### src/rtl/alsp_pkg.sv
// ----------------------------------------------------------------------------
// alsp_pkg : shared types and constants of the attack/loop sample player
// Request codes, memory geometry, field widths and the reciprocal constants
// used by the filter and gain stages.
// ----------------------------------------------------------------------------
`default_nettype none

package alsp_pkg;

	// Sample memory geometry (depth must be a power of two)
	localparam int MEM_DEPTH = 4096;
	localparam int ADDR_W    = $clog2(MEM_DEPTH);

	// Field widths
	localparam int BASE_W   = 12;
	localparam int POS_W    = 13;
	localparam int LOOPS_W  = 31;
	localparam int SAMPLE_W = 16;
	localparam int AUDIO_W  = 19;

	// base + offset never exceeds 14 bits; widen to the address if that is larger
	localparam int SUM_W  = 14;
	localparam int AEXT_W = (ADDR_W > SUM_W) ? ADDR_W : SUM_W;

	localparam logic [LOOPS_W-1:0] LOOP_FOREVER = 31'h4000_0000;

	// Stream widths
	localparam int S_TDATA_W = 112;
	localparam int M_TDATA_W = 24;

	// x/3 for x < 2^17: (x * 43691) >> 17
	localparam logic [15:0] RECIP3    = 16'd43691;
	localparam int          RECIP3_SH = 17;
	// x/5 for x < 2^22: (x * 838861) >> 22
	localparam logic [19:0] RECIP5    = 20'd838861;
	localparam int          RECIP5_SH = 22;

	typedef enum logic [1:0] {
		REQ_TICK  = 2'd0,
		REQ_LOAD  = 2'd1,
		REQ_START = 2'd2,
		REQ_STOP  = 2'd3
	} req_t;

	// Per-tick control travelling down the filter pipe
	typedef struct packed {
		logic en;       // block enabled at this tick
		logic zero;     // no memory read, sample is silence
		logic idle;     // status after the tick
		logic looping;  // status after the tick
	} tick_info_t;

endpackage

`default_nettype wire

### src/rtl/alsp_ctrl.sv
// ----------------------------------------------------------------------------
// alsp_ctrl : playback sequencer
// Holds the play state, decodes requests, drives the sample RAM ports and
// hands per-tick control to the filter pipe.
// ----------------------------------------------------------------------------
`default_nettype none

module alsp_ctrl (
	input  wire logic                                  clk,
	input  wire logic                                  arst_n,
	input  wire logic                                  acc,
	input  var  alsp_pkg::req_t                        req,
	input  wire logic        [alsp_pkg::BASE_W-1:0]    mem_addr,
	input  wire logic signed [alsp_pkg::SAMPLE_W-1:0]  sample_word,
	input  wire logic        [alsp_pkg::BASE_W-1:0]    attack_start,
	input  wire logic        [alsp_pkg::POS_W-1:0]     attack_len,
	input  wire logic                                  has_attack,
	input  wire logic        [alsp_pkg::BASE_W-1:0]    loop_start,
	input  wire logic        [alsp_pkg::POS_W-1:0]     loop_len,
	input  wire logic                                  has_loop,
	input  wire logic        [alsp_pkg::LOOPS_W-1:0]   loop_count,
	output logic                                       wr_en,
	output logic             [alsp_pkg::ADDR_W-1:0]    wr_addr,
	output logic             [alsp_pkg::SAMPLE_W-1:0]  wr_data,
	output logic                                       rd_en,
	output logic             [alsp_pkg::ADDR_W-1:0]    rd_addr,
	output alsp_pkg::tick_info_t                       tick_info
);

	logic                          enabled_q, enabled_d;
	logic                          in_attack_q, in_attack_d;
	logic [alsp_pkg::POS_W-1:0]    pos_q, pos_d;
	logic [alsp_pkg::LOOPS_W-1:0]  loops_q, loops_d;
	logic [alsp_pkg::BASE_W-1:0]   attack_base_q, attack_base_d;
	logic [alsp_pkg::POS_W-1:0]    attack_size_q, attack_size_d;
	logic [alsp_pkg::BASE_W-1:0]   loop_base_q, loop_base_d;
	logic [alsp_pkg::POS_W-1:0]    loop_size_q, loop_size_d;

	logic                          tick;
	logic                          play_loop;
	logic                          reading;
	logic                          wrap;
	logic [alsp_pkg::POS_W-1:0]    pos_inc;
	logic [alsp_pkg::BASE_W-1:0]   base_sel;
	logic [alsp_pkg::POS_W-1:0]    size_sel;
	logic [alsp_pkg::AEXT_W-1:0]   rd_sum;
	logic [alsp_pkg::AEXT_W-1:0]   wr_ext;
	logic                          st_has_l;
	logic [alsp_pkg::POS_W-1:0]    st_l_len;
	logic [alsp_pkg::BASE_W-1:0]   st_a_base;
	logic [alsp_pkg::POS_W-1:0]    st_a_len;

	assign tick      = acc && (req == alsp_pkg::REQ_TICK);
	assign play_loop = !in_attack_q && (loops_q != '0) && (loop_size_q != '0);
	assign reading   = enabled_q && (in_attack_q || play_loop);
	assign pos_inc   = pos_q + 1'b1;
	assign base_sel  = in_attack_q ? attack_base_q : loop_base_q;
	assign size_sel  = in_attack_q ? attack_size_q : loop_size_q;
	assign wrap      = pos_inc >= size_sel;

	// address wraps modulo the memory depth
	assign rd_sum  = alsp_pkg::AEXT_W'(base_sel) + alsp_pkg::AEXT_W'(pos_q);
	assign rd_addr = rd_sum[alsp_pkg::ADDR_W-1:0];
	assign rd_en   = tick && reading;

	assign wr_ext  = alsp_pkg::AEXT_W'(mem_addr);
	assign wr_addr = wr_ext[alsp_pkg::ADDR_W-1:0];
	assign wr_data = sample_word;
	assign wr_en   = acc && (req == alsp_pkg::REQ_LOAD);

	// start: a zero-length loop counts as no loop; no attack means loop as attack
	assign st_has_l  = has_loop && (loop_len != '0);
	assign st_l_len  = st_has_l ? loop_len : '0;
	assign st_a_base = has_attack ? attack_start : loop_start;
	assign st_a_len  = has_attack ? attack_len : st_l_len;

	always_comb begin
		enabled_d     = enabled_q;
		in_attack_d   = in_attack_q;
		pos_d         = pos_q;
		loops_d       = loops_q;
		attack_base_d = attack_base_q;
		attack_size_d = attack_size_q;
		loop_base_d   = loop_base_q;
		loop_size_d   = loop_size_q;
		if (acc) begin
			unique case (req)
				alsp_pkg::REQ_TICK: begin
					if (reading) begin
						pos_d = wrap ? '0 : pos_inc;
						if (wrap) begin
							if (in_attack_q) begin
								in_attack_d = 1'b0;
							end else begin
								loops_d = loops_q - 1'b1;
								if (loops_q == alsp_pkg::LOOPS_W'(1)) begin
									enabled_d = 1'b0;
								end
							end
						end
					end
				end
				alsp_pkg::REQ_LOAD: begin
				end
				alsp_pkg::REQ_START: begin
					enabled_d = st_a_len != '0;
					if (st_a_len != '0) begin
						attack_base_d = st_a_base;
						attack_size_d = st_a_len;
						loop_base_d   = loop_start;
						loop_size_d   = st_l_len;
						in_attack_d   = 1'b1;
						pos_d         = '0;
						loops_d       = st_has_l ? alsp_pkg::LOOP_FOREVER : '0;
					end
				end
				alsp_pkg::REQ_STOP: begin
					loops_d = loop_count;
				end
				default: begin
				end
			endcase
		end
	end

	always_comb begin
		tick_info.en      = enabled_q;
		tick_info.zero    = !reading;
		tick_info.idle    = !enabled_d;
		tick_info.looping = !in_attack_d;
	end

	always_ff @(posedge clk or negedge arst_n) begin
		if (!arst_n) begin
			enabled_q     <= 1'b0;
			in_attack_q   <= 1'b0;
			pos_q         <= '0;
			loops_q       <= '0;
			attack_base_q <= '0;
			attack_size_q <= '0;
			loop_base_q   <= '0;
			loop_size_q   <= '0;
		end else begin
			enabled_q     <= enabled_d;
			in_attack_q   <= in_attack_d;
			pos_q         <= pos_d;
			loops_q       <= loops_d;
			attack_base_q <= attack_base_d;
			attack_size_q <= attack_size_d;
			loop_base_q   <= loop_base_d;
			loop_size_q   <= loop_size_d;
		end
	end

	// attack phase is only ever entered with a non-empty region
	a_attack_size: assert property (@(posedge clk) disable iff (!arst_n)
		in_attack_q |-> (attack_size_q != '0))
		else $error("attack phase with empty region");

	a_attack_pos: assert property (@(posedge clk) disable iff (!arst_n)
		in_attack_q |-> (pos_q < attack_size_q))
		else $error("play position beyond attack region");

	a_last_loop: assert property (@(posedge clk) disable iff (!arst_n)
		(tick && reading && play_loop && wrap && (loops_q == alsp_pkg::LOOPS_W'(1)))
		|=> !enabled_q)
		else $error("final loop pass did not disable playback");

endmodule

`default_nettype wire

### config.mk
export PLATFORM = sky130hd
export DESIGN_NAME = alsp_ctrl
export DESIGN_NICKNAME = d
export VERILOG_FILES = /design/src/rtl/alsp_pkg.sv /design/src/rtl/alsp_ctrl.sv
export SDC_FILE = /design/constraint.sdc
export NUM_CORES = 1
export LEC_CHECK = 0
export ABC_AREA = 0
export BUFFER_PORTS_ARGS = -buffer_cell sky130_fd_sc_hd__buf_2
export CAP_MARGIN = 20
export CORE_ASPECT_RATIO = 1.75
export CORE_UTILIZATION = 29
export CTS_BUF_LIST = sky130_fd_sc_hd__clkbuf_8
export CTS_CLUSTER_DIAMETER = 100
export DETAILED_ROUTE_END_ITERATION = 8
export PLACE_DENSITY = 0.49
export SLEW_MARGIN = 20
export SYNTH_ARGS = -nofsm -noshare
export SYNTH_HDL_FRONTEND = slang
export SYNTH_SLANG_ARGS = --single-unit
### constraint.sdc
create_clock -name clk -period 6.6 [get_ports clk]
set_input_delay 1.32 -clock clk [delete_from_list [all_inputs] [get_ports clk]]
set_output_delay 1.32 -clock clk [all_outputs]
set_load 0.02 [all_outputs]
==> impl_summary.log <==
[metrics] run status: complete, no violations
[metrics] switching power: ~580 µW
[metrics] Num CTS Buffers: 9
[metrics] Max FO, Critical Path: 11
[metrics] combined area of the multi-input logic cells: ~3500 µm²
[metrics] Worst slew margin: between 20% and 30%
[metrics] area fraction in compound gates after synthesis: 18.1%
[metrics] distinct cell type count of the synthesized netlist: 64
[metrics] final antenna diode count: 0
[metrics] vias in the first global route: roughly 5500
[metrics] XOR/XNOR share of the synthesized area: around 2.9%
[metrics] Pins Over Slew Limit: 0
[metrics] CP Cell Sequence: ha_1 > and3_1 > and3_1 > and3_1 > and3_1 > xor2_1 > ha_1 > a21oi_1 > nand2_1 > nor4_1 > o21ai_0 > o22ai_1 > buf_4 > o21ai_0 > o21ai_0 > inv_1 > buf_2
[metrics] number of buffers added for setup after CTS: 0
[metrics] routability cong.: 0.792
[metrics] final setup slack of the worst path: between 1000 and 1500 ps
[metrics] # clock sinks: 96
[metrics] count of hold-fix buffers inserted at cts: 0
[metrics] Syn Nets: around 880
[metrics] Post-Synth Adder-Cell Area: 5.63%
[metrics] final number of setup-violating endpoints: 0
[metrics] number of flops mapped to enable cells by yosys: 0
[metrics] global route total overflow: 0
[metrics] sequential fraction of the synthesis area: around 38%
[metrics] wire length of the first global-routing pass: 30100 µm
[metrics] number of violations reported at the end of detailed-routing iteration 0: between 150 and 200
[metrics] worst min path class: reg -> reg
[metrics] number of standard cells after synthesis: approximately 740
[metrics] antenna violations before repair: 0
[metrics] max-cap violation count: 0
[metrics] Layout fillers: approximately 2400
[metrics] area of the core: approximately 21000 µm²
[metrics] data arrival at the endpoint of the critical path: 4090 ps
[metrics] clock latency of the later-clocked register in the worst-skew pair: roughly 400 ps
[metrics] TritonCTS clock tree: done
[metrics] pre-CTS setup slack: ~1600 ps
[metrics] most prevalent standard cell on the critical path: and3_1
[metrics] post-detailed-placement cell area: 6930 µm²
[metrics] Mapped Area: between 6000 and 7000 µm²
[metrics] total vias in the final route: 5521
[metrics] Die Wd: around 110 µm
[metrics] actual slew at the worst max-slew pin: 1050 ps
[metrics] post-layout min period: between 5000 and 6000 ps
[metrics] end-of-flow core utilization: around a third
[metrics] most frequent standard cell in the layout excluding fill and tap cells: nand2_1
[metrics] total length of routed met2 wires: 10400 µm
[metrics] cell internal power dissipation: about 1000 µW
[metrics] top-level I/O count: 162
[metrics] largest vdd supply drop: 83.6 µV
[metrics] highest routed metal layer: met4
[metrics] total detailed-routing wirelength: 19100 µm
[metrics] half-perimeter wire length after placement: 14300 µm
[metrics] Yosys warnings: 0
[metrics] total number of placement rows: 71
[metrics] dominant register cell in the synthesized netlist: dfrtp_1
[metrics] register bit total from synthesis: between 90 and 100
[metrics] mux share of post-synthesis cell area: roughly 6.4%
[metrics] vias per std cell: slightly above 5
[metrics] post-synthesis area per instance: around 8.6 µm²
[metrics] register cell area after layout: ~2400 µm²
[metrics] ratio of total power to cell area: around 230 nW/µm²
[metrics] Crit path largest cell delay: 460 ps
[metrics] area of all placed cells without fillers: 7130 µm²
[metrics] RSZ-0062 raised after global routing: false
[metrics] die footprint: 22500 µm²
[metrics] combinational family with the most area after synthesis: simple AND/OR/NAND/NOR gates
[metrics] clock share of power: approximately a quarter
[metrics] Sw Ratio: between 30% and 40%
[metrics] Port Buffer Count: approximately 110
[metrics] wire length on met3: between 500 and 600 µm
[metrics] most used cells in the layout excluding fill and tap cells: nand2_1 (129), buf_2 (104), dfrtp_1 (96), o21ai_0 (67), nor2_1 (54)
[metrics] async set-or-reset flop fraction in the synthesized netlist: between 90% and 100%
[metrics] critical path required time: around 5300 ps
[metrics] met1 routed wirelength after detailed routing: between 7000 and 8000 µm
[metrics] Wirelength per Cell: 17.5 µm
[metrics] Seq pwr share: a little under half
[metrics] Sum Neg Setup Slack: 0 ps
[metrics] Root Buffer Master: clkbuf_8
[metrics] Final #Nets: ~940
[metrics] Fmax: approximately 0.18 GHz
[metrics] leakage power total: 0.00346 µW
[metrics] Worst Skew: between 10 and 15 ps
[metrics] startpoint type of the worst setup path: flop
[metrics] type of the worst setup path: reg -> out
[metrics] combined global-route utilization of all metal layers: between 10% and 20%
[metrics] type of destination of the critical path: output port
[metrics] post-route clock period utilization: 82.0%
[metrics] CP max-delay cell: dfrtp_1
[metrics] CTS Buffer Depth: 2
[metrics] fraction of the mapped netlist area in simple logic gates: roughly 22%
[metrics] hold violation total from the final report: 0
[metrics] fraction of layout cells with a size suffix above 1: ~20%
[metrics] number of iterations in the first detailed-routing pass: 5
[metrics] Resize count post-CTS: 0
[metrics] starting density of the core: 29.6%
[metrics] drc violations: 0
[metrics] number of nets with antenna violations after detailed routing: 0
[metrics] clock slew at reported path FFs: about 110 ps
[metrics] Clock H-tree levels: 3
[metrics] combinational share of power: a little over a quarter
[metrics] Vert. Die Dim: just under 200 µm
[metrics] largest net degree at the start of global routing: ~90
[metrics] P&R area growth vs syn: 12.1%
## final timing paths
kind	startpoint	end	slack, ps	cells past startpoint
max	pos_q[0]	tick_info[0]	1190	17
min	loop_base_q[10]	loop_base_q[10]	480	2
max reg2reg	pos_q[0]	loops_q[5]	2280	16
min reg2reg	loop_base_q[10]	loop_base_q[10]	480	2
max in group asynchronous	arst_n	loops_q[11]	4530	2
min in group asynchronous	arst_n	loop_base_q[6]	1020	1
## sequential cells by signal, indices dropped and copies added (netlist names), named ones only
| signal | count |
|---|---|
| attack_base_q | 12 |
| attack_size_q | 13 |
| loops_q | 31 |
| loop_base_q | 12 |
| loop_size_q | 13 |
| pos_q | 13 |
## per-layer routing
metal	up-vias	track usage, %
met1	2675	20.0
met5	-	0
met4	0	7.07
met3	21	1.68
met2	105	32.9
li1	2720	-
## worst max-delay path: cells and delay by family, from the launching register on
kind	cells	cell delay (ps)
XOR/XNOR	1	210
AO/OA/AOI/OAI	5	680
flip-flops	1	460
adder cells (fa/ha/maj)	2	550
AND/OR/NAND/NOR	6	1320
buffers and inverters	3	480
## cell families after synthesis
logic type                 count (synthesis)
adders and majority gates                 28
and+or+nand+nor                          296
DFF                                       96
buffers and inverters                     81
muxes                                     39
xor gates and xnor gates                  21
AOI/OAI and AO/OA                        176
## synthesized netlist by cell type, drive strengths merged, types with 5 or more instances
cell type | n | area share (%)
nor3b | 13 | 1.5
inv | 13 | 0.77
xor2 | 13 | 1.8
dfrtp | 96 | 38
nor2b | 7 | 0.69
nor4 | 14 | 1.6
xnor2 | 8 | 1.1
or2 | 6 | 0.59
a31oi | 5 | 0.49
mux2i | 28 | 4.4
nor3 | 16 | 1.4
mux2 | 11 | 1.9
clkbuf | 26 | 1.5
nand3 | 21 | 1.7
a21oi | 29 | 2.3
o21ai | 76 | 6.4
a221o | 7 | 1.1
o311ai | 6 | 0.83
o211ai | 9 | 1.1
a211oi | 6 | 0.71
a21o | 10 | 1.2
nand2 | 130 | 7.8
and3 | 11 | 1.1
a32o | 8 | 1.3
nor2 | 54 | 3.2
ha | 27 | 5.3
buf | 42 | 4.6
## power by group through the flow
stage          clock network, µW  registers, µW  logic (µW)
2_1_floorplan                  0            740         330
3_3_place_gp                   0            762         446
3_5_place_dp                   0            763         447
4_1_cts                      431            752         449
5_1_grt                      452            766         498
6_report                     422            752         440
## per-stage QoR
step                      total power (µW)  hold WS (ps)  std cells
after floorplan                       1070           442        737
after global placement                1210           455       1075
after detailed placement              1210           458       1075
after CTS                             1630           485       1091
after global routing                  1720           503       1091
final                                 1610           483       1091
## final cells by class
class | count | area share [%]
multi-input cells | 560 | 49.4
flip-flops and latches | 96 | 33.7
repair buffers | 114 | 8.36
well taps | 292 | 5.13
clock buffers | 9 | 1.74
clock inverters | 7 | 1.02
inverters | 13 | 0.685
No activity file was read; power rests on OpenSTA's default activity.
