**src/rtl/alsp_pkg.sv**
```systemverilog
// ----------------------------------------------------------------------------
// alsp_pkg : shared types and constants of the attack/loop sample player
// Request codes, memory geometry, field widths and the reciprocal constants
// used by the filter and gain stages.
// ----------------------------------------------------------------------------
`default_nettype none

package alsp_pkg;

	// Sample memory geometry (depth must be a power of two)
	localparam int MEM_DEPTH = 4096;
	localparam int ADDR_W    = $clog2(MEM_DEPTH);

	// Field widths
	localparam int BASE_W   = 12;
	localparam int POS_W    = 13;
	localparam int LOOPS_W  = 31;
	localparam int SAMPLE_W = 16;
	localparam int AUDIO_W  = 19;

	// base + offset never exceeds 14 bits; widen to the address if that is larger
	localparam int SUM_W  = 14;
	localparam int AEXT_W = (ADDR_W > SUM_W) ? ADDR_W : SUM_W;

	localparam logic [LOOPS_W-1:0] LOOP_FOREVER = 31'h4000_0000;

	// Stream widths
	localparam int S_TDATA_W = 112;
	localparam int M_TDATA_W = 24;

	// x/3 for x < 2^17: (x * 43691) >> 17
	localparam logic [15:0] RECIP3    = 16'd43691;
	localparam int          RECIP3_SH = 17;
	// x/5 for x < 2^22: (x * 838861) >> 22
	localparam logic [19:0] RECIP5    = 20'd838861;
	localparam int          RECIP5_SH = 22;

	typedef enum logic [1:0] {
		REQ_TICK  = 2'd0,
		REQ_LOAD  = 2'd1,
		REQ_START = 2'd2,
		REQ_STOP  = 2'd3
	} req_t;

	// Per-tick control travelling down the filter pipe
	typedef struct packed {
		logic en;       // block enabled at this tick
		logic zero;     // no memory read, sample is silence
		logic idle;     // status after the tick
		logic looping;  // status after the tick
	} tick_info_t;

endpackage

`default_nettype wire

```
**src/rtl/alsp_filter.sv**
```systemverilog
// ----------------------------------------------------------------------------
// alsp_filter : one-pole lowpass, gain and output register
// S1 holds RAM data and updates the level, S2 applies the 5.4 gain,
// the output register parts the pipe from the result stream.
// ----------------------------------------------------------------------------
`default_nettype none

module alsp_filter (
	input  wire logic                                  clk,
	input  wire logic                                  arst_n,
	input  wire logic                                  tick_acc,
	input  var  alsp_pkg::tick_info_t                  tick_info,
	input  wire logic signed [alsp_pkg::SAMPLE_W-1:0]  rd_data,
	output logic                                       ready,
	output logic                                       out_valid,
	input  wire logic                                  out_ready,
	output logic signed      [alsp_pkg::AUDIO_W-1:0]   audio,
	output logic                                       idle,
	output logic                                       looping
);

	logic                                   v_s1, v_s2;
	alsp_pkg::tick_info_t                   info_s1, info_s2;
	logic signed [alsp_pkg::SAMPLE_W-1:0]   level_q;
	logic signed [alsp_pkg::SAMPLE_W-1:0]   level_s2;
	logic                                   ready_out, ready2;

	// S1 signals
	logic signed [alsp_pkg::SAMPLE_W-1:0]   samp;
	logic signed [16:0]                     diff;
	logic signed [17:0]                     twice;
	logic        [17:0]                     twice_neg;
	logic        [16:0]                     mag3;
	logic        [32:0]                     prod3;
	logic        [15:0]                     q3;
	logic signed [16:0]                     step;
	logic signed [16:0]                     lsum;
	logic signed [alsp_pkg::SAMPLE_W-1:0]   level_new;

	// S2 signals
	logic signed [20:0]                     p27;
	logic        [20:0]                     p27_neg;
	logic        [19:0]                     mag27;
	logic        [39:0]                     prod5;
	logic        [17:0]                     q5;
	logic signed [alsp_pkg::AUDIO_W-1:0]    gain_val;

	assign ready_out = !out_valid || out_ready;
	assign ready2    = !v_s2 || ready_out;
	assign ready     = !v_s1 || ready2;

	// level += trunc(2*(s-level)/3), sign-magnitude divide by reciprocal
	assign samp      = info_s1.zero ? '0 : rd_data;
	assign diff      = 17'(samp) - 17'(level_q);
	assign twice     = {diff, 1'b0};
	assign twice_neg = -twice;
	assign mag3      = twice[17] ? twice_neg[16:0] : twice[16:0];
	assign prod3     = 33'(mag3) * 33'(alsp_pkg::RECIP3);
	assign q3        = prod3[alsp_pkg::RECIP3_SH +: 16];
	assign step      = twice[17] ? -$signed({1'b0, q3}) : $signed({1'b0, q3});
	assign lsum      = 17'(level_q) + step;
	assign level_new = lsum[alsp_pkg::SAMPLE_W-1:0];

	// trunc(54*level/10) = trunc(27*level/5)
	assign p27      = (21'(level_s2) <<< 5) - (21'(level_s2) <<< 2) - 21'(level_s2);
	assign p27_neg  = -p27;
	assign mag27    = p27[20] ? p27_neg[19:0] : p27[19:0];
	assign prod5    = 40'(mag27) * 40'(alsp_pkg::RECIP5);
	assign q5       = prod5[alsp_pkg::RECIP5_SH +: 18];
	assign gain_val = !info_s2.en ? '0 :
	                  p27[20]     ? -$signed({1'b0, q5}) : $signed({1'b0, q5});

	always_ff @(posedge clk or negedge arst_n) begin
		if (!arst_n) begin
			v_s1      <= 1'b0;
			v_s2      <= 1'b0;
			out_valid <= 1'b0;
			level_q   <= '0;
		end else begin
			if (ready) begin
				v_s1 <= tick_acc;
			end
			if (ready2) begin
				v_s2 <= v_s1;
			end
			if (ready_out) begin
				out_valid <= v_s2;
			end
			if (v_s1 && ready2 && info_s1.en) begin
				level_q <= level_new;
			end
		end
	end

	always_ff @(posedge clk) begin
		if (tick_acc) begin
			info_s1 <= tick_info;
		end
		if (ready2 && v_s1) begin
			info_s2  <= info_s1;
			level_s2 <= level_new;
		end
		if (ready_out && v_s2) begin
			audio   <= gain_val;
			idle    <= info_s2.idle;
			looping <= info_s2.looping;
		end
	end

	a_level_hold: assert property (@(posedge clk) disable iff (!arst_n)
		(v_s1 && ready2 && !info_s1.en) |=> $stable(level_q))
		else $error("disabled tick changed the filter level");

	a_stall_full: assert property (@(posedge clk) disable iff (!arst_n)
		!ready |-> (v_s1 && v_s2 && out_valid))
		else $error("input stalled with a free pipe stage");

	a_silent_out: assert property (@(posedge clk) disable iff (!arst_n)
		(ready_out && v_s2 && !info_s2.en) |=> (audio == '0))
		else $error("disabled tick gave a non-zero result");

endmodule

`default_nettype wire

```
**config.mk**
```make
export PLATFORM = sky130hd
export DESIGN_NAME = alsp_filter
export DESIGN_NICKNAME = d
export VERILOG_FILES = /design/src/rtl/alsp_pkg.sv /design/src/rtl/alsp_filter.sv
export SDC_FILE = /design/constraint.sdc
export NUM_CORES = 1
export LEC_CHECK = 0
export BUFFER_PORTS_ARGS = -buffer_cell sky130_fd_sc_hd__buf_4
export CORE_ASPECT_RATIO = 1.25
export CORE_MARGIN = 1.5
export CORE_UTILIZATION = 30
export CTS_CLUSTER_DIAMETER = 50
export DETAILED_ROUTE_END_ITERATION = 7
export GPL_TIMING_DRIVEN = 1
export HOLD_SLACK_MARGIN = 0.1
export SLEW_MARGIN = 30
export SYNTH_ARGS = -nofsm -noshare
export SYNTH_HDL_FRONTEND = slang
export SYNTH_SLANG_ARGS = --single-unit
```
**constraint.sdc**
```tcl
create_clock -name clk -period 31.4 [get_ports clk]
set_clock_uncertainty 0.2 [all_clocks]
set_input_delay 1.57 -clock clk [delete_from_list [all_inputs] [get_ports clk]]
set_output_delay 1.57 -clock clk [all_outputs]
set_load 0.02 [all_outputs]
```
==> qor.csv, run 1 <==
metric,value,unit
number of gates resized after cts,0,
nets,2850,
vias per cell,4.90,
Die ar.,66600,um^2
detailed-route DRC error count,0,
Tmin final,12.85,ns
hpwl dp,45800,um
Placed Area,20900,um^2
Worst-Skew Late Latency,0.33,ns
first-pass GRT wire length,83100,um
Setup CP Type,input pin to flop,
total CTS buffers,9,
run status,finished clean,
GP Congestion,0.894,
Max-slew headroom,0.368,
via count of the first global-routing pass,15941,
Die X,231,um
Syn. warnings,0,
Die Y,288,um
CP Launch Type,input pin,
CP Capture Type,flop,
Crit Reg-Reg Startpoint,info_s1[2]$_DFFE_PP_,
final hold vios,0,
root buffer cell,clkbuf_16,
Worst-Margin Slew,0.941,ns
Max Fclk,0.0778,GHz
Detailed Routing Iterations Pass 1,5,
post-CTS setup buffers,0,
Synth Cell Area,19500,um^2
clock buffer depth,2,
synth unique cells,92,
drt total wl,51000,um
area growth from synthesis to layout,8.52,%
setup TNS,0,ns
Post-synth ARST share,0.302,
Post-synth EDFFs,44,
fillers,6732,
"Design Area, Final",21200,um^2
Max Cap Viol,0,
CP max-delay cell,or4_1,
RSZ-0062 raised after global routing,no,
critical path required time,31.40,ns
final setup vio count,0,
Synth Register Bits,63,
Worst setup startpoint,rd_data[5],
cells after synthesis,2170,
Post-Syn Nets,2812,
Initial Util,0.303,
total track usage,0.158,
vias,14987,
initial antenna violation count,1,
CP max FO,8,
Synth Flop Type,edfxtp_1,
Max Slew Vio Count,0,
CTS clock-pin slew for the worst setup and hold paths,0.05,ns
grt ovf,0,
post-synthesis area per instance,9.00,um^2
Initial DRC Count,581,
I/O pin total,47,
largest net degree at the start of global routing,22,
Hold Path Origin,info_s1[1]$_DFFE_PP_,
Tcrit/Tclk final,0.409,
Antenna Nets Post-Route,0,
H-tree depth,3,
CORE AREA,64400,um^2
diode count,0,
CTS Hold Bufs,0,
Worst Path Arrival,12.86,ns
Port Buffer Count,46,
layout cells sized above 1,0.0533,
Worst Path Buf+Inv,3,
CTS tree,done,
register area share after synthesis,0.0920,
Worst Hold Class,flop to flop,
critical path's largest stage delay,0.59,ns
WL per Instance,16.7,um
Placement Rows,104,
CTS sink cnt,63,
"CP delay by family, top",adder cells,
cell families after synthesis:
logic type,after synthesis,synth area share
compound gates,377,0.130
buf+inv,492,0.0947
simple gates,454,0.123
xor+xnor,140,0.0628
fa+ha+maj,618,0.483
mux,26,0.0147
flops,63,0.0920
worst reg2reg max path: cells and delay by family, from the launching register on:
| family | cells | cell delay, ns |
|---|---|---|
| AO/OA/AOI/OAI | 9 | 1.94 |
| XOR/XNOR | 6 | 1.08 |
| adder cells (fa/ha/maj) | 10 | 4.03 |
| buffers and inverters | 2 | 0.09 |
| flip-flops | 1 | 0.69 |
| multiplexers | 2 | 0.61 |
| AND/OR/NAND/NOR | 13 | 3.74 |
synthesized netlist by cell type (10+ instances only):
| cell | count | area [um^2] |
|---|---|---|
| fa_1 | 227 | 4540 |
| a21o_1 | 45 | 338 |
| and2_1 | 17 | 106 |
| nor2_1 | 103 | 387 |
| inv_1 | 465 | 1750 |
| a31oi_1 | 19 | 119 |
| and3_1 | 29 | 181 |
| nor3_1 | 34 | 170 |
| or3_1 | 11 | 68.8 |
| o211ai_1 | 18 | 135 |
| o31ai_1 | 12 | 90.1 |
| a21oi_1 | 108 | 541 |
| nand3_1 | 26 | 130 |
| xor2_1 | 46 | 403 |
| xnor2_1 | 94 | 823 |
| nor2b_1 | 28 | 175 |
| nand2_1 | 99 | 372 |
| o21ai_0 | 62 | 310 |
| nand4_1 | 20 | 125 |
| o21a_1 | 10 | 75.1 |
| mux2_2 | 17 | 191 |
| and4_1 | 13 | 114 |
| ha_1 | 391 | 4890 |
| edfxtp_1 | 44 | 1320 |
| nand2b_1 | 17 | 106 |
| dfrtp_1 | 19 | 475 |
| clkbuf_1 | 22 | 82.6 |
metrics by stage:
step,hold slack (ns),std cells,utilization,setup WS [ns]
2_1_floorplan,0.200,2170,-,19.37
3_3_place_gp,0.201,3045,0.324,18.47
3_5_place_dp,0.205,3045,0.324,18.25
4_1_cts,0.219,3061,0.329,18.58
5_1_grt,0.229,3061,0.329,17.68
6_report,0.216,3061,0.329,18.55
state kept, by name, indices dropped and copies added (netlist names):
name	cells
audio	19
level_q	16
level_s2	16
info_s1	4
info_s2	3
idle	1
looping	1
out_valid	1
v_s1	1
v_s2	1
per-layer routing:
| metal | up-vias | track usage | wire, um |
|---|---|---|---|
| met1 | 7271 | 0.169 | 19700 |
| met4 | 0 | 0.0662 | 2180 |
| met3 | 88 | 0.00612 | 841 |
| li1 | 7400 | - | - |
| met5 | - | 0 | 0 |
| met2 | 228 | 0.319 | 28200 |
cell type report:
type | instances | area [um^2] | area share
multi-input cells | 1615 | 15900 | 0.750
flip-flops and latches | 63 | 1800 | 0.0848
inverters | 466 | 1750 | 0.0825
well taps | 848 | 1060 | 0.0501
repair buffers | 53 | 398 | 0.0188
clock buffers | 9 | 225 | 0.0106
clock inverters | 7 | 72.6 | 0.00342
worst paths after layout:
| check | slack, ns | end | cells past startpoint |
|---|---|---|---|
| hold reg to reg | 0.22 | info_s2[1]$_DFFE_PP_ | 0 |
| setup / recovery | 18.55 | level_q[15]$_DFFE_PN0P_ | 42 |
| max in group asynchronous | 29.84 | level_q[15]$_DFFE_PN0P_ | 1 |
| hold / removal | 0.22 | info_s2[1]$_DFFE_PP_ | 0 |
| setup reg to reg | 18.92 | level_q[15]$_DFFE_PN0P_ | 42 |
| min in group asynchronous | 0.92 | level_q[0]$_DFFE_PN0P_ | 1 |
placed cells by master, fill, tap and decap left out, drive strengths merged, types with 10 or more instances in the layout:
cell type | Yosys | final
edfxtp | 44 | 44
o21bai | 10 | 10
o21ai | 66 | 66
and4 | 13 | 13
xnor2 | 94 | 94
o21a | 10 | 10
dfrtp | 19 | 19
nand2b | 17 | 17
nand3 | 27 | 27
a21o | 45 | 45
and3 | 29 | 29
inv | 465 | 466
o211ai | 18 | 18
and2 | 18 | 18
a21oi | 108 | 108
buf | 4 | 53
nand4 | 20 | 20
or3 | 11 | 11
ha | 391 | 391
nand2 | 99 | 99
nor2b | 28 | 28
fa | 227 | 227
nor3 | 35 | 35
a31oi | 21 | 21
mux2 | 18 | 18
o31ai | 13 | 13
nor2 | 103 | 103
xor2 | 46 | 46
Power of run 1 is not shown: default switching activity piles up to over one toggle a cycle in this logic, so the estimate is an artifact.
==> run 2, diff against run 1 <==
Clock period 31.4 ns to 10.81 ns, I/O delays scaled along.
==> run 2 against run 1 <==
Net effect: cell area up 19%; first-iteration DRC count down 0.69%; setup slack worse by 18 ns; wire length up 9.6%; critical endpoint is now level_q[14]$_DFFE_PN0P_; clock-buffer cell count up 1; critical path depth up 1; final cell count up 12%; die area unchanged.
==> qor.csv, run 2 (synthesized netlist as in run 1, its figures left out) <==
metric,value,unit,change
run status,finished clean,,
I/O pin total,47,,unchanged
Initial DRC Count,577,,-0.69%
CP max FO,6,,-2
Max-slew headroom,0.172,,-0.196
Max Slew Vio Count,0,,unchanged
final setup vio count,0,,unchanged
CTS tree,done,,
CP max-delay cell,fa_1,,
Tmin final,10.60,ns,
Detailed Routing Iterations Pass 1,5,,unchanged
Max Fclk,0.0944,GHz,
detailed-route DRC error count,0,,unchanged
root buffer cell,clkbuf_16,,
Initial Util,0.303,,unchanged
CP Capture Type,flop,,
Antenna Nets Post-Route,0,,unchanged
CTS sink cnt,63,,unchanged
grt ovf,0,,unchanged
total CTS buffers,9,,unchanged
area growth from synthesis to layout,29.0,%,
nets,3225,,+13%
Port Buffer Count,46,,unchanged
hpwl dp,49600,um,+8.3%
Die Y,288,um,unchanged
GP Congestion,0.937,,+4.8%
layout cells sized above 1,0.255,,+0.202
Die X,231,um,unchanged
Worst-Margin Slew,1.22,ns,+0.281 ns
Worst Path Arrival,10.62,ns,-2.24 ns
Max Cap Viol,0,,unchanged
CP Launch Type,flop,,
CTS clock-pin slew for the worst setup and hold paths,0.06,ns,about the same
DP Worst Slack,-0.409,ns,-18.66 ns
H-tree depth,3,,unchanged
number of flip-flops in the largest register,19,,unchanged
Tcrit/Tclk final,0.980,,
final hold vios,0,,unchanged
WL per Instance,16.3,um,-2.3%
vias per cell,4.79,,-2.1%
clock buffer depth,2,,unchanged
initial antenna violation count,0,,-1
Worst-Skew Late Latency,0.34,ns,about the same
diode count,0,,unchanged
vias,16464,,+9.9%
"commonest non-fill, non-tap cells in the layout","inv_1 (459), buf_4 (421), ha_1 (370)",,
critical path required time,10.83,ns,-20.57 ns
largest net degree at the start of global routing,22,,unchanged
drt total wl,55900,um,+9.6%
Largest regs,"audio: 19 flops, level_q: 16 flops, level_s2: 16 flops",,
Die ar.,66600,um^2,unchanged
critical path's largest stage delay,0.56,ns,-0.03 ns
first-pass GRT wire length,89600,um,+7.8%
CORE AREA,64400,um^2,unchanged
"commonest non-fill, non-tap cell in the layout",inv_1,,
setup TNS,0,ns,unchanged
Setup CP Type,flop to flop,,
total track usage,0.172,,+0.0140
via count of the first global-routing pass,17581,,+10%
final setup margin,0.212,ns,-18.34 ns
RSZ-0062 raised after global routing,yes,,
Reg with most FFs,audio,,
Placement Rows,104,,unchanged
Worst Hold Class,input pin to flop,,
## run 2: per-stage QoR
stage                util  area, um^2  hold slack [ns]  cells
global route        0.391       25200            0.165   3436
global placement    0.365       23500            0.201   3389
floorplan               -       19600           0.0449   2170
detailed placement  0.365       23500            0.205   3389
finish              0.391       25200            0.178   3436
CTS                 0.373       24000            0.155   3410
## run 2: path summary, 6_finish.rpt
| kind | depth (start not counted) | endpoint | startpoint | slack (ns) |
|---|---|---|---|---|
| max reg2reg | 43 | level_q[14]$_DFFE_PN0P_ | info_s1[2]$_DFFE_PP_ | 0.21 |
| max | 43 | level_q[14]$_DFFE_PN0P_ | info_s1[2]$_DFFE_PP_ | 0.21 |
| min reg2reg | 0 | looping$_DFFE_PP_ | info_s2[0]$_DFFE_PP_ | 0.22 |
| max in group asynchronous | 2 | v_s1$_DFFE_PN0P_ | arst_n | 9.69 |
| min in group asynchronous | 2 | level_q[1]$_DFFE_PN0P_ | arst_n | 0.47 |
| min | 1 | info_s1[1]$_DFFE_PP_ | tick_info[1] | 0.18 |
## run 2: layout make-up
class	instances	area, um^2
multi-input combinational	1615	17100
fill	6469	39200
tap	848	1060
clock inverter	6	61.3
inverter	466	1750
sequential	63	1800
clock buffer	10	229
timing repair buffer	428	3240
## run 2: timing repair
item | CTS | global route
hold buffers | 1 | 0
pin swaps | 7 | 92
setup buffers | 4 | 26
endpoints found under the setup margin | 17 | 32
hold endpoints to repair | 19 | 0
gates resized for setup | 26 | 189
## run 2: routing by layer
metal  global-route usage  routed length (um)  vias to the layer above  part of all wire
met5                    0                   0                        -                 0
met4               0.0863                3040                        0             0.054
met3              0.00918                 663                      123             0.012
met2                0.349               31500                      220              0.56
met1                0.175               20700                     7962              0.37
li1                     -                   -                     8159                 -
## run 2: worst max-delay path: cells and delay by family (launching register included)
kind,cells,cell delay (ns)
multiplexers,2,0.58
AND/OR/NAND/NOR,10,2.70
XOR/XNOR,5,0.75
adder cells (fa/ha/maj),9,3.37
AO/OA/AOI/OAI,11,1.76
flip-flops,1,0.46
buffers and inverters,6,0.66
Power of run 2 is left out for the same reason.
